### src/rtl/sac_pkg.sv
// Shared types and codes for the sorted array occurrence counter.
`timescale 1ns / 1ps

package sac_pkg;

    localparam int unsigned COUNT_W  = 11;
    localparam int unsigned INDEX_W  = 10;
    localparam int unsigned STATUS_W = 2;
    localparam int unsigned CMD_W    = 2;
    localparam int unsigned VALUE_W  = 32;

    localparam logic [CMD_W-1:0] CMD_APPEND = 2'd0;
    localparam logic [CMD_W-1:0] CMD_QUERY  = 2'd1;
    localparam logic [CMD_W-1:0] CMD_CLEAR  = 2'd2;

    localparam logic [STATUS_W-1:0] STATUS_OK    = 2'd0;
    localparam logic [STATUS_W-1:0] STATUS_FULL  = 2'd1;
    localparam logic [STATUS_W-1:0] STATUS_ORDER = 2'd2;

    typedef struct packed {
        logic [STATUS_W-1:0] status;
        logic [INDEX_W-1:0]  first_index;
        logic                found;
        logic [COUNT_W-1:0]  match_count;
    } sac_result_t;

endpackage

### src/rtl/sac_ctrl.sv
// Command sequencer with the shared bound-search compare unit.
`timescale 1ns / 1ps

module sac_ctrl
    import sac_pkg::*;
#(
    parameter int unsigned DEPTH  = 1024,
    parameter int unsigned ADDR_W = 10,
    parameter int unsigned FILL_W = 11
)
(
    input  logic                      clk,
    input  logic                      rst_n,
    input  logic                      in_valid,
    output logic                      in_ready,
    input  logic [CMD_W-1:0]          in_cmd,
    input  logic signed [VALUE_W-1:0] in_value,
    output logic                      res_valid,
    input  logic                      res_ready,
    output sac_result_t               res,
    output logic                      wr_en,
    output logic [ADDR_W-1:0]         wr_addr,
    output logic signed [VALUE_W-1:0] wr_data,
    output logic                      rd_en,
    output logic [ADDR_W-1:0]         rd_addr,
    input  logic signed [VALUE_W-1:0] rd_data
);

    typedef enum logic [1:0] {
        ST_IDLE,
        ST_ISSUE,
        ST_CHECK,
        ST_DONE
    } state_t;

    localparam logic [FILL_W-1:0] FULL_LEVEL = FILL_W'(DEPTH);

    state_t                    state_reg;
    logic [FILL_W-1:0]         fill_reg;
    logic signed [VALUE_W-1:0] last_reg;
    logic signed [VALUE_W-1:0] key_reg;
    logic [FILL_W-1:0]         lo_reg;
    logic [FILL_W-1:0]         hi_reg;
    logic [FILL_W-1:0]         mid_reg;
    logic [FILL_W-1:0]         lb_reg;
    logic                      strict_reg;
    sac_result_t               res_reg;

    logic [FILL_W-1:0]   span;
    logic [FILL_W-1:0]   mid;
    logic                searching;
    logic                go_right;
    logic                accept;
    logic [FILL_W-1:0]   count_fill;
    logic [31:0]         count_wide;
    logic [31:0]         first_wide;
    logic [STATUS_W-1:0] append_status;

    assign accept    = in_valid && in_ready;
    assign in_ready  = (state_reg == ST_IDLE);
    assign span      = hi_reg - lo_reg;
    assign mid       = lo_reg + (span >> 1);
    assign searching = (lo_reg < hi_reg);

    // Lower bound moves right past elements below the key, upper bound also
    // past elements equal to it.
    assign go_right = strict_reg ? (rd_data <= key_reg) : (rd_data < key_reg);

    assign count_fill = lo_reg - lb_reg;
    assign count_wide = 32'(count_fill);
    assign first_wide = 32'(lb_reg);

    // A full store rejects as full even when the value is also out of order.
    assign append_status = (fill_reg == FULL_LEVEL) ? STATUS_FULL :
                           ((fill_reg != '0) && (in_value < last_reg)) ? STATUS_ORDER :
                           STATUS_OK;

    assign rd_en   = (state_reg == ST_ISSUE) && searching;
    assign rd_addr = mid[ADDR_W-1:0];

    assign wr_en   = accept && (in_cmd == CMD_APPEND) && (append_status == STATUS_OK);
    assign wr_addr = fill_reg[ADDR_W-1:0];
    assign wr_data = in_value;

    assign res_valid = (state_reg == ST_DONE);
    assign res       = res_reg;

    always_ff @(posedge clk or negedge rst_n)
    begin
        if (!rst_n)
        begin
            state_reg  <= ST_IDLE;
            fill_reg   <= '0;
            last_reg   <= '0;
            key_reg    <= '0;
            lo_reg     <= '0;
            hi_reg     <= '0;
            mid_reg    <= '0;
            lb_reg     <= '0;
            strict_reg <= 1'b0;
            res_reg    <= '0;
        end
        else
        begin
            unique case (state_reg)
                ST_IDLE:
                begin
                    if (accept)
                    begin
                        res_reg.match_count <= '0;
                        res_reg.found       <= 1'b0;
                        res_reg.first_index <= '0;
                        res_reg.status      <= (in_cmd == CMD_APPEND) ? append_status
                                                                      : STATUS_OK;
                        key_reg    <= in_value;
                        lo_reg     <= '0;
                        hi_reg     <= fill_reg;
                        lb_reg     <= '0;
                        strict_reg <= 1'b0;
                        state_reg  <= (in_cmd == CMD_QUERY) ? ST_ISSUE : ST_DONE;
                        unique case (in_cmd)
                            CMD_APPEND:
                            begin
                                if (append_status == STATUS_OK)
                                begin
                                    last_reg <= in_value;
                                    fill_reg <= fill_reg + 1'b1;
                                end
                            end
                            CMD_QUERY:
                            begin
                                // The search window is loaded above.
                            end
                            CMD_CLEAR:
                            begin
                                fill_reg <= '0;
                            end
                            default:
                            begin
                                // Unused command: fill level and store unchanged, all-zero result.
                            end
                        endcase
                    end
                end
                ST_ISSUE:
                begin
                    if (searching)
                    begin
                        mid_reg   <= mid;
                        state_reg <= ST_CHECK;
                    end
                    else if (!strict_reg)
                    begin
                        // The upper bound cannot lie below the lower bound, so
                        // the second search starts there.
                        lb_reg     <= lo_reg;
                        hi_reg     <= fill_reg;
                        strict_reg <= 1'b1;
                    end
                    else
                    begin
                        res_reg.match_count <= count_wide[COUNT_W-1:0];
                        res_reg.found       <= (count_fill != '0);
                        res_reg.first_index <= (count_fill != '0) ?
                                               first_wide[INDEX_W-1:0] : '0;
                        res_reg.status      <= STATUS_OK;
                        state_reg           <= ST_DONE;
                    end
                end
                ST_CHECK:
                begin
                    if (go_right)
                    begin
                        lo_reg <= mid_reg + 1'b1;
                    end
                    else
                    begin
                        hi_reg <= mid_reg;
                    end
                    state_reg <= ST_ISSUE;
                end
                ST_DONE:
                begin
                    if (res_ready)
                    begin
                        state_reg <= ST_IDLE;
                    end
                end
                default:
                begin
                    state_reg <= ST_IDLE;
                end
            endcase
        end
    end

`ifndef ASSERT_OFF
    a_fill_bounded: assert property (@(posedge clk) disable iff (!rst_n)
        fill_reg <= FULL_LEVEL)
        else $error("fill level beyond store depth");

    a_probe_in_range: assert property (@(posedge clk) disable iff (!rst_n)
        (state_reg == ST_CHECK) |-> (lo_reg < hi_reg) && (mid_reg < fill_reg))
        else $error("probe outside the searched window");

    a_window_in_fill: assert property (@(posedge clk) disable iff (!rst_n)
        (state_reg == ST_ISSUE) |-> (hi_reg <= fill_reg) && (lo_reg <= hi_reg))
        else $error("search window outside filled part");

    a_found_matches_count: assert property (@(posedge clk) disable iff (!rst_n)
        (state_reg == ST_DONE) |-> (res_reg.found == (res_reg.match_count != '0)))
        else $error("found flag disagrees with count");

    a_rejected_has_no_count: assert property (@(posedge clk) disable iff (!rst_n)
        (state_reg == ST_DONE && res_reg.status != STATUS_OK) |->
            (res_reg.match_count == '0) && !res_reg.found)
        else $error("rejected append carries a count");
`endif

endmodule

### config.mk
export PLATFORM = sky130hd
export DESIGN_NAME = sac_ctrl
export DESIGN_NICKNAME = d
export VERILOG_FILES = /design/src/rtl/sac_pkg.sv /design/src/rtl/sac_ctrl.sv
export SDC_FILE = /design/constraint.sdc
export NUM_CORES = 1
export LEC_CHECK = 0
export BUFFER_PORTS_ARGS = -buffer_cell sky130_fd_sc_hd__buf_2
export CAP_MARGIN = 0
export CORE_MARGIN = 1
export CORE_UTILIZATION = 52
export DETAILED_ROUTE_END_ITERATION = 10
export PLACE_DENSITY = 0.75
export SYNTH_ARGS = -nofsm -noshare
export SYNTH_HDL_FRONTEND = slang
export SYNTH_SLANG_ARGS = --single-unit
### constraint.sdc
create_clock -name clk -period 3.3 [get_ports clk]
set_input_delay 0.495 -clock clk [delete_from_list [all_inputs] [get_ports clk]]
set_output_delay 0.495 -clock clk [all_outputs]
set_load 0.02 [all_outputs]
==> flow_summary.json, run 1 <==
{
  "avgRoutedWirePerCell_um": 15.89,
  "fp.dieH_um": 137.3,
  "area_of_the_placeable_core_mm2": 0.01796,
  "critPathCaptureType": "output pin",
  "buffer_ports.inserted": 149,
  "post_synth_top_flop": "sky130_fd_sc_hd__dfrtp_1",
  "grt_overflow": 0,
  "ys_async_sr_fraction": 1.000,
  "postLayoutSetupSlackWorst_ns": -0.6503,
  "routed_wirelength_um": 22400,
  "r2r.worst_path.cells": 17,
  "timing.critical_path.from_type": "flip-flop",
  "critical_path.endpoint": "rd_addr[9]",
  "status": "finished, violations left",
  "rows": 49,
  "clk_latency_ns": 0.43,
  "layout.core_utilization": 0.6375,
  "rsz0062_at_grt": "yes",
  "nNetsFinal": 1338,
  "grt_max_degree": 75,
  "antenna-diode-count": 0,
  "route.antenna.remaining_nets": 0,
  "die_x_um": 137.3,
  "post-place-ws_ns": -0.2815,
  "critical-path-top-delay-family": "compound AO/OA/AOI/OAI gates",
  "wire_length_of_the_first_global_routing_pass_um": 36110,
  "first_global_vias": 7309,
  "synth_seq_area_share": 0.3838,
  "finalClockSkew_ns": 0.008846,
  "max_stage_delay_ns": 0.38,
  "floorplan.initialDensity": 0.5300,
  "yosys_warnings": 0,
  "cts_tree": "built",
  "gp_routability_congestion": 0.8999,
  "max_clock_freq_mhz": 253.1,
  "ys_seq_elements": 146,
  "setup.reg_to_reg.worst_slack_ns": 0.02,
  "placed_cells": 1364,
  "cp.arrival_ns": 3.46,
  "max_slew_margin": 0.5059,
  "timing_worst_setup_path_type": "flip-flop to output pin",
  "synth-edff-count": 0,
  "critical-path-top-cell-by-count": "sky130_fd_sc_hd__inv_2",
  "synth_fp_nets": 1184,
  "timing.critical_path.buf_inv": 3,
  "vias_per_cell": 5.457,
  "crit_fanout": 3,
  "dr_pass1_iterations": 5,
  "cap_viol_max_count": 0,
  "cts.htree.levels": 4,
  "timing.final.max_slew_violations": 0,
  "cts-root-to-sink-buffers": 2,
  "vias": 7689,
  "fin_crit_sh": 1.197,
  "violations_in_the_final_reports": "negative setup slack",
  "drc_errors": 0,
  "cp_num_cells": 14,
  "post_synth_num_cell_types": 65,
  "hpwlAfterDp_um": 16760,
  "critical_path.cell_chain": "inv_2 > ha_4 > inv_2 > fa_2 > a21o_1 > a21oi_2 > xnor2_1 > ha_1 > nor2b_1 > o21a_2 > o41ai_4 > o21ai_1 > xor2_1 > buf_4",
  "layout-drive-gt1-share": 0.2992,
  "number_of_antenna_violations_at_the_first_check_in_global_routing": 0,
  "pin_count": 150,
  "clk_root_buf": "sky130_fd_sc_hd__clkbuf_16",
  "cpMaxStageDelayCell": "sky130_fd_sc_hd__dfrtp_1",
  "regToRegEndpoint": "mid_reg[10]",
  "initialDrtViolationCount": 471,
  "timing.rr.start": "lo_reg[0]",
  "post_layout_nonfiller_instances": 1409,
  "grtUsageTotal": 0.2496,
  "crit_start": "hi_reg[0]",
  "clk_pin_slew_worst_paths_ns": 0.06,
  "synth.largest_area_cell": "sky130_fd_sc_hd__dfrtp_1",
  "final_period_minus_worst_setup_slack_ns": 3.950,
  "final-setup-viol-count": 7,
  "dieArea_mm2": 0.01885,
  "timing_hold_violations_final": 0,
  "max_slew.worst_pin.slew_ns": 0.7412,
  "syn-mean-instance-area_um2": 9.389,
  "worst_ep_required_time_ns": 2.80,
  "hold_class": "primary input to async pin",
  "synth.top_cell.area_share": 0.3838,
  "synth_area_mm2": 0.009520,
  "synthToLayoutAreaGrowth_pct": 20.29,
  "commonest_cells_after_routing_fill_and_taps_aside": "sky130_fd_sc_hd__dfrtp_1, sky130_fd_sc_hd__buf_2, sky130_fd_sc_hd__nand2_1, sky130_fd_sc_hd__inv_1, sky130_fd_sc_hd__ha_1",
  "commonest_non_fill_non_tap_cell_in_the_layout": "sky130_fd_sc_hd__dfrtp_1",
  "cts_inserted_buffers": 17,
  "cts_sinks": 146,
  "syn-instance-count": 1014,
  "synth.top_cells.by_area": "sky130_fd_sc_hd__dfrtp_1, sky130_fd_sc_hd__ha_1, sky130_fd_sc_hd__mux2_2"
}
==> Yosys cell counts (4+ instances only) <==
library cell and instances:
sky130_fd_sc_hd__mux2i_1 4, sky130_fd_sc_hd__o22a_1 8, sky130_fd_sc_hd__mux2_4 9, sky130_fd_sc_hd__buf_4 55, sky130_fd_sc_hd__xnor2_1 20, sky130_fd_sc_hd__clkbuf_1 15
sky130_fd_sc_hd__inv_1 108, sky130_fd_sc_hd__buf_2 6, sky130_fd_sc_hd__o21a_1 4, sky130_fd_sc_hd__nor2b_1 7, sky130_fd_sc_hd__nor3_1 12, sky130_fd_sc_hd__nor2_1 35
sky130_fd_sc_hd__xor2_1 11, sky130_fd_sc_hd__nand3_1 31, sky130_fd_sc_hd__nand4_1 13, sky130_fd_sc_hd__and3_1 11, sky130_fd_sc_hd__a22o_1 11, sky130_fd_sc_hd__a21oi_1 40
sky130_fd_sc_hd__ha_1 97, sky130_fd_sc_hd__nor4_1 6, sky130_fd_sc_hd__mux2_2 46, sky130_fd_sc_hd__nand2b_1 6, sky130_fd_sc_hd__o21ai_0 79, sky130_fd_sc_hd__dfrtp_1 146
sky130_fd_sc_hd__a211oi_1 7, sky130_fd_sc_hd__nand2_1 126, sky130_fd_sc_hd__o31ai_1 15, sky130_fd_sc_hd__a21o_1 22
==> per-layer routing <==
| layer | GRT usage | vias to the layer above | part of all wire |
|---|---|---|---|
| met1 | 0.3385 | 3691 | 0.47 |
| met3 | 0.03863 | 29 | 0.041 |
| met4 | 0.08059 | 0 | 0.018 |
| met5 | 0 | - | 0 |
| li1 | - | 3781 | - |
| met2 | 0.4080 | 188 | 0.47 |
==> what timing repair did <==
item / CTS / global route
hold buffers: 0 / 0
hold endpoints to repair: 0 / 0
gates resized for setup: 29 / 28
gates cloned: 0 / 0
buffers inserted: 8 / 6
pin swaps: 20 / 25
endpoints found under the setup margin: 20 / 24
==> cells by family after synthesis <==
kind of cell	after synthesis	share of synthesized area
AOI/OAI and AO/OA	220	0.1515
xor gates and xnor gates	31	0.02852
adders and majority gates	100	0.1338
buffers and inverters	190	0.09909
DFF	146	0.3838
muxes	60	0.07399
and+or+nand+nor	267	0.1293
==> area by class of cell <==
class | instances | area [µm²]
tap | 229 | 286.5
fill | 1433 | 6511
timing repair buffer | 216 | 1331
multi-input combinational | 678 | 5181
clock inverter | 9 | 105.1
inverter | 109 | 409.1
sequential | 146 | 3655
clock buffer | 22 | 484.2
==> metrics by stage <==
step | hold slack [ns] | instance area [µm²] | TNS, ns
after floorplan | 0.1994 | 9547 | -0.01726
after global placement | 0.4566 | 10480 | -0.3634
after detailed placement | 0.4620 | 10480 | -0.7249
after CTS | 0.09737 | 11270 | -2.581
after global routing | 0.1320 | 11450 | -3.699
final | 0.06650 | 11450 | -2.643
==> worst min path at each step <==
stage / end / start / slack, ns
4_1_cts: key_reg[10] / rst_n / 0.1
2_1_floorplan: fill_reg[0] / rst_n / 0.20
3_5_place_dp: res[2] / res[2] / 0.46
6_report: key_reg[10] / rst_n / 0.07
3_3_place_gp: res[4] / res[4] / 0.46
5_1_grt: key_reg[10] / rst_n / 0.13
Power of run 1 is left out: the tool's default activity adds up to more than one toggle a clock period on the data nets, which glitch-free logic cannot reach.
==> inputs of run 2 (changes only) <==
--- a/config.mk
+++ b/config.mk
@@ -8,9 +8,9 @@
 export BUFFER_PORTS_ARGS = -buffer_cell sky130_fd_sc_hd__buf_2
 export CAP_MARGIN = 0
 export CORE_MARGIN = 1
-export CORE_UTILIZATION = 52
+export CORE_UTILIZATION = 40
 export DETAILED_ROUTE_END_ITERATION = 10
-export PLACE_DENSITY = 0.75
+export PLACE_DENSITY = 0.6
 export SYNTH_ARGS = -nofsm -noshare
 export SYNTH_HDL_FRONTEND = slang
 export SYNTH_SLANG_ARGS = --single-unit
==> run 2 against run 1 <==
Critical path depth decreased by 2. Worst setup slack improved by 0.089 ns. Wire length grew 4.5%. The flow finishes with violations (design-rule violations, negative setup slack). Clock skew rose by 0.0073 ns. First-iteration DRC count decreased by 27%. Clock-buffer cell count fell by 2. Fmax rose by 2.3%. Non-clock buffer count increased by 1.
==> flow_summary.json, run 2 (synthesis gave the netlist of run 1 again) <==
{
  "clk_pin_slew_worst_paths_ns": 0.06,
  "grt_max_degree": 75,
  "final-setup-viol-count": 6,
  "finalClockSkew_ns": 0.01618,
  "r2r.worst_path.cells": 18,
  "fp.dieH_um": 156.3,
  "setup.reg_to_reg.worst_slack_ns": 0.05,
  "post_layout_nonfiller_instances": 1501,
  "drc_errors": 1,
  "antenna-diode-count": 0,
  "dr_pass1_iterations": 7,
  "max_clock_freq_mhz": 259.0,
  "timing.critical_path.from_type": "flip-flop",
  "die_x_um": 156.3,
  "cpMaxStageDelayCell": "sky130_fd_sc_hd__fa_2",
  "rsz0062_at_grt": "yes",
  "floorplan.initialDensity": 0.4068,
  "status": "finished, violations left",
  "layout.core_utilization": 0.4945,
  "grtUsageTotal": 0.1993,
  "routed_wirelength_um": 23400,
  "violations_in_the_final_reports": "design-rule violations, negative setup slack",
  "cts_tree": "built",
  "fillCellCount": 2246,
  "hold_class": "primary input to async pin",
  "final_period_minus_worst_setup_slack_ns": 3.861,
  "placed_cells": 1459,
  "fin_crit_sh": 1.170,
  "route.antenna.remaining_nets": 0,
  "max_stage_delay_ns": 0.44,
  "grt_overflow": 0,
  "vias_per_cell": 4.981,
  "avgRoutedWirePerCell_um": 15.59,
  "cts_inserted_buffers": 17,
  "clk_root_buf": "sky130_fd_sc_hd__clkbuf_16",
  "critPathCaptureType": "output pin",
  "regToRegEndpoint": "mid_reg[10]",
  "layout-drive-gt1-share": 0.2970,
  "critical_path.cell_chain": "ha_4 > inv_2 > fa_2 > ha_4 > fa_2 > a21o_1 > a21oi_2 > o21bai_2 > a2111o_1 > o211ai_1 > xnor2_1 > buf_4",
  "gp_routability_congestion": 0.8863,
  "vias": 7477,
  "commonest_cells_after_routing_fill_and_taps_aside": "sky130_fd_sc_hd__dfrtp_1, sky130_fd_sc_hd__buf_2, sky130_fd_sc_hd__nand2_1, sky130_fd_sc_hd__inv_1, sky130_fd_sc_hd__ha_1",
  "max_slew_margin": 0.5083,
  "initialDrtViolationCount": 344,
  "nNetsFinal": 1339,
  "number_of_antenna_violations_at_the_first_check_in_global_routing": 0,
  "wire_length_of_the_first_global_routing_pass_um": 37870,
  "timing.final.max_slew_violations": 0,
  "cts.htree.levels": 4,
  "cap_viol_max_count": 0,
  "synthToLayoutAreaGrowth_pct": 21.55,
  "cts_sinks": 146,
  "max_slew.worst_pin.slew_ns": 0.7375,
  "post-place-ws_ns": -0.2230,
  "first_global_vias": 7297,
  "postLayoutSetupSlackWorst_ns": -0.5615,
  "timing.rr.start": "hi_reg[0]",
  "dieArea_mm2": 0.02442,
  "buffer_ports.inserted": 149,
  "commonest_non_fill_non_tap_cell_in_the_layout": "sky130_fd_sc_hd__dfrtp_1",
  "worst_ep_required_time_ns": 2.80,
  "hold_ws_ns": 0.06099,
  "clk_latency_ns": 0.43,
  "pin_count": 150,
  "cts-root-to-sink-buffers": 2,
  "timing_worst_setup_path_type": "flip-flop to output pin",
  "timing_hold_violations_final": 0,
  "cp.arrival_ns": 3.37,
  "hpwlAfterDp_um": 17400,
  "area_of_the_placeable_core_mm2": 0.02340,
  "rows": 56,
  "crit_fanout": 2
}
## run 2: per-layer routing
metal,track usage,part of all wire
met1,0.2840,0.50
met2,0.3168,0.46
met3,0.02631,0.036
met4,0.05322,0.0083
met5,0,0
## run 2: area by class of cell
class	count	area, µm²	share of cell area
clock buffer	20	456.7	0.03946
clock inverter	12	131.4	0.01135
inverter	109	409.1	0.03536
multi-input combinational	678	5172	0.4470
sequential	146	3655	0.3158
tap	319	399.1	0.03449
timing repair buffer	217	1349	0.1166
## run 2: worst max-delay path by stage
stage / start / end
CTS: lo_reg[0] / rd_addr[8]
floorplan: lo_reg[0] / rd_addr[8]
global placement: hi_reg[0] / rd_addr[9]
detailed placement: hi_reg[0] / rd_addr[9]
global route: lo_reg[3] / rd_addr[9]
finish: lo_reg[0] / rd_addr[8]
## run 2: worst max-delay path, delay by kind of cell, from the launching register on
| family | cells | cell delay (ns) |
|---|---|---|
| flops | 1 | 0.41 |
| fa+ha+maj | 4 | 1.14 |
| compound gates | 5 | 1.00 |
| xor+xnor | 1 | 0.18 |
| buf+inv | 2 | 0.22 |
## run 2: timing repair
item / in CTS / in global routing
endpoints found under the setup margin: 19 / 23
setup buffers: 7 / 5
resized for setup: 25 / 31
pin swaps: 9 / 20
hold buffers: 0 / 0
## run 2: per-stage QoR
stage                     setup TNS [ns]  area, µm²
after floorplan                 -0.01726       9547
after global placement           -0.4882      10640
after detailed placement         -0.8913      10640
after CTS                         -2.243      11390
after global routing              -3.993      11570
final                             -2.197      11570
Power of run 2 is left out for the same reason.
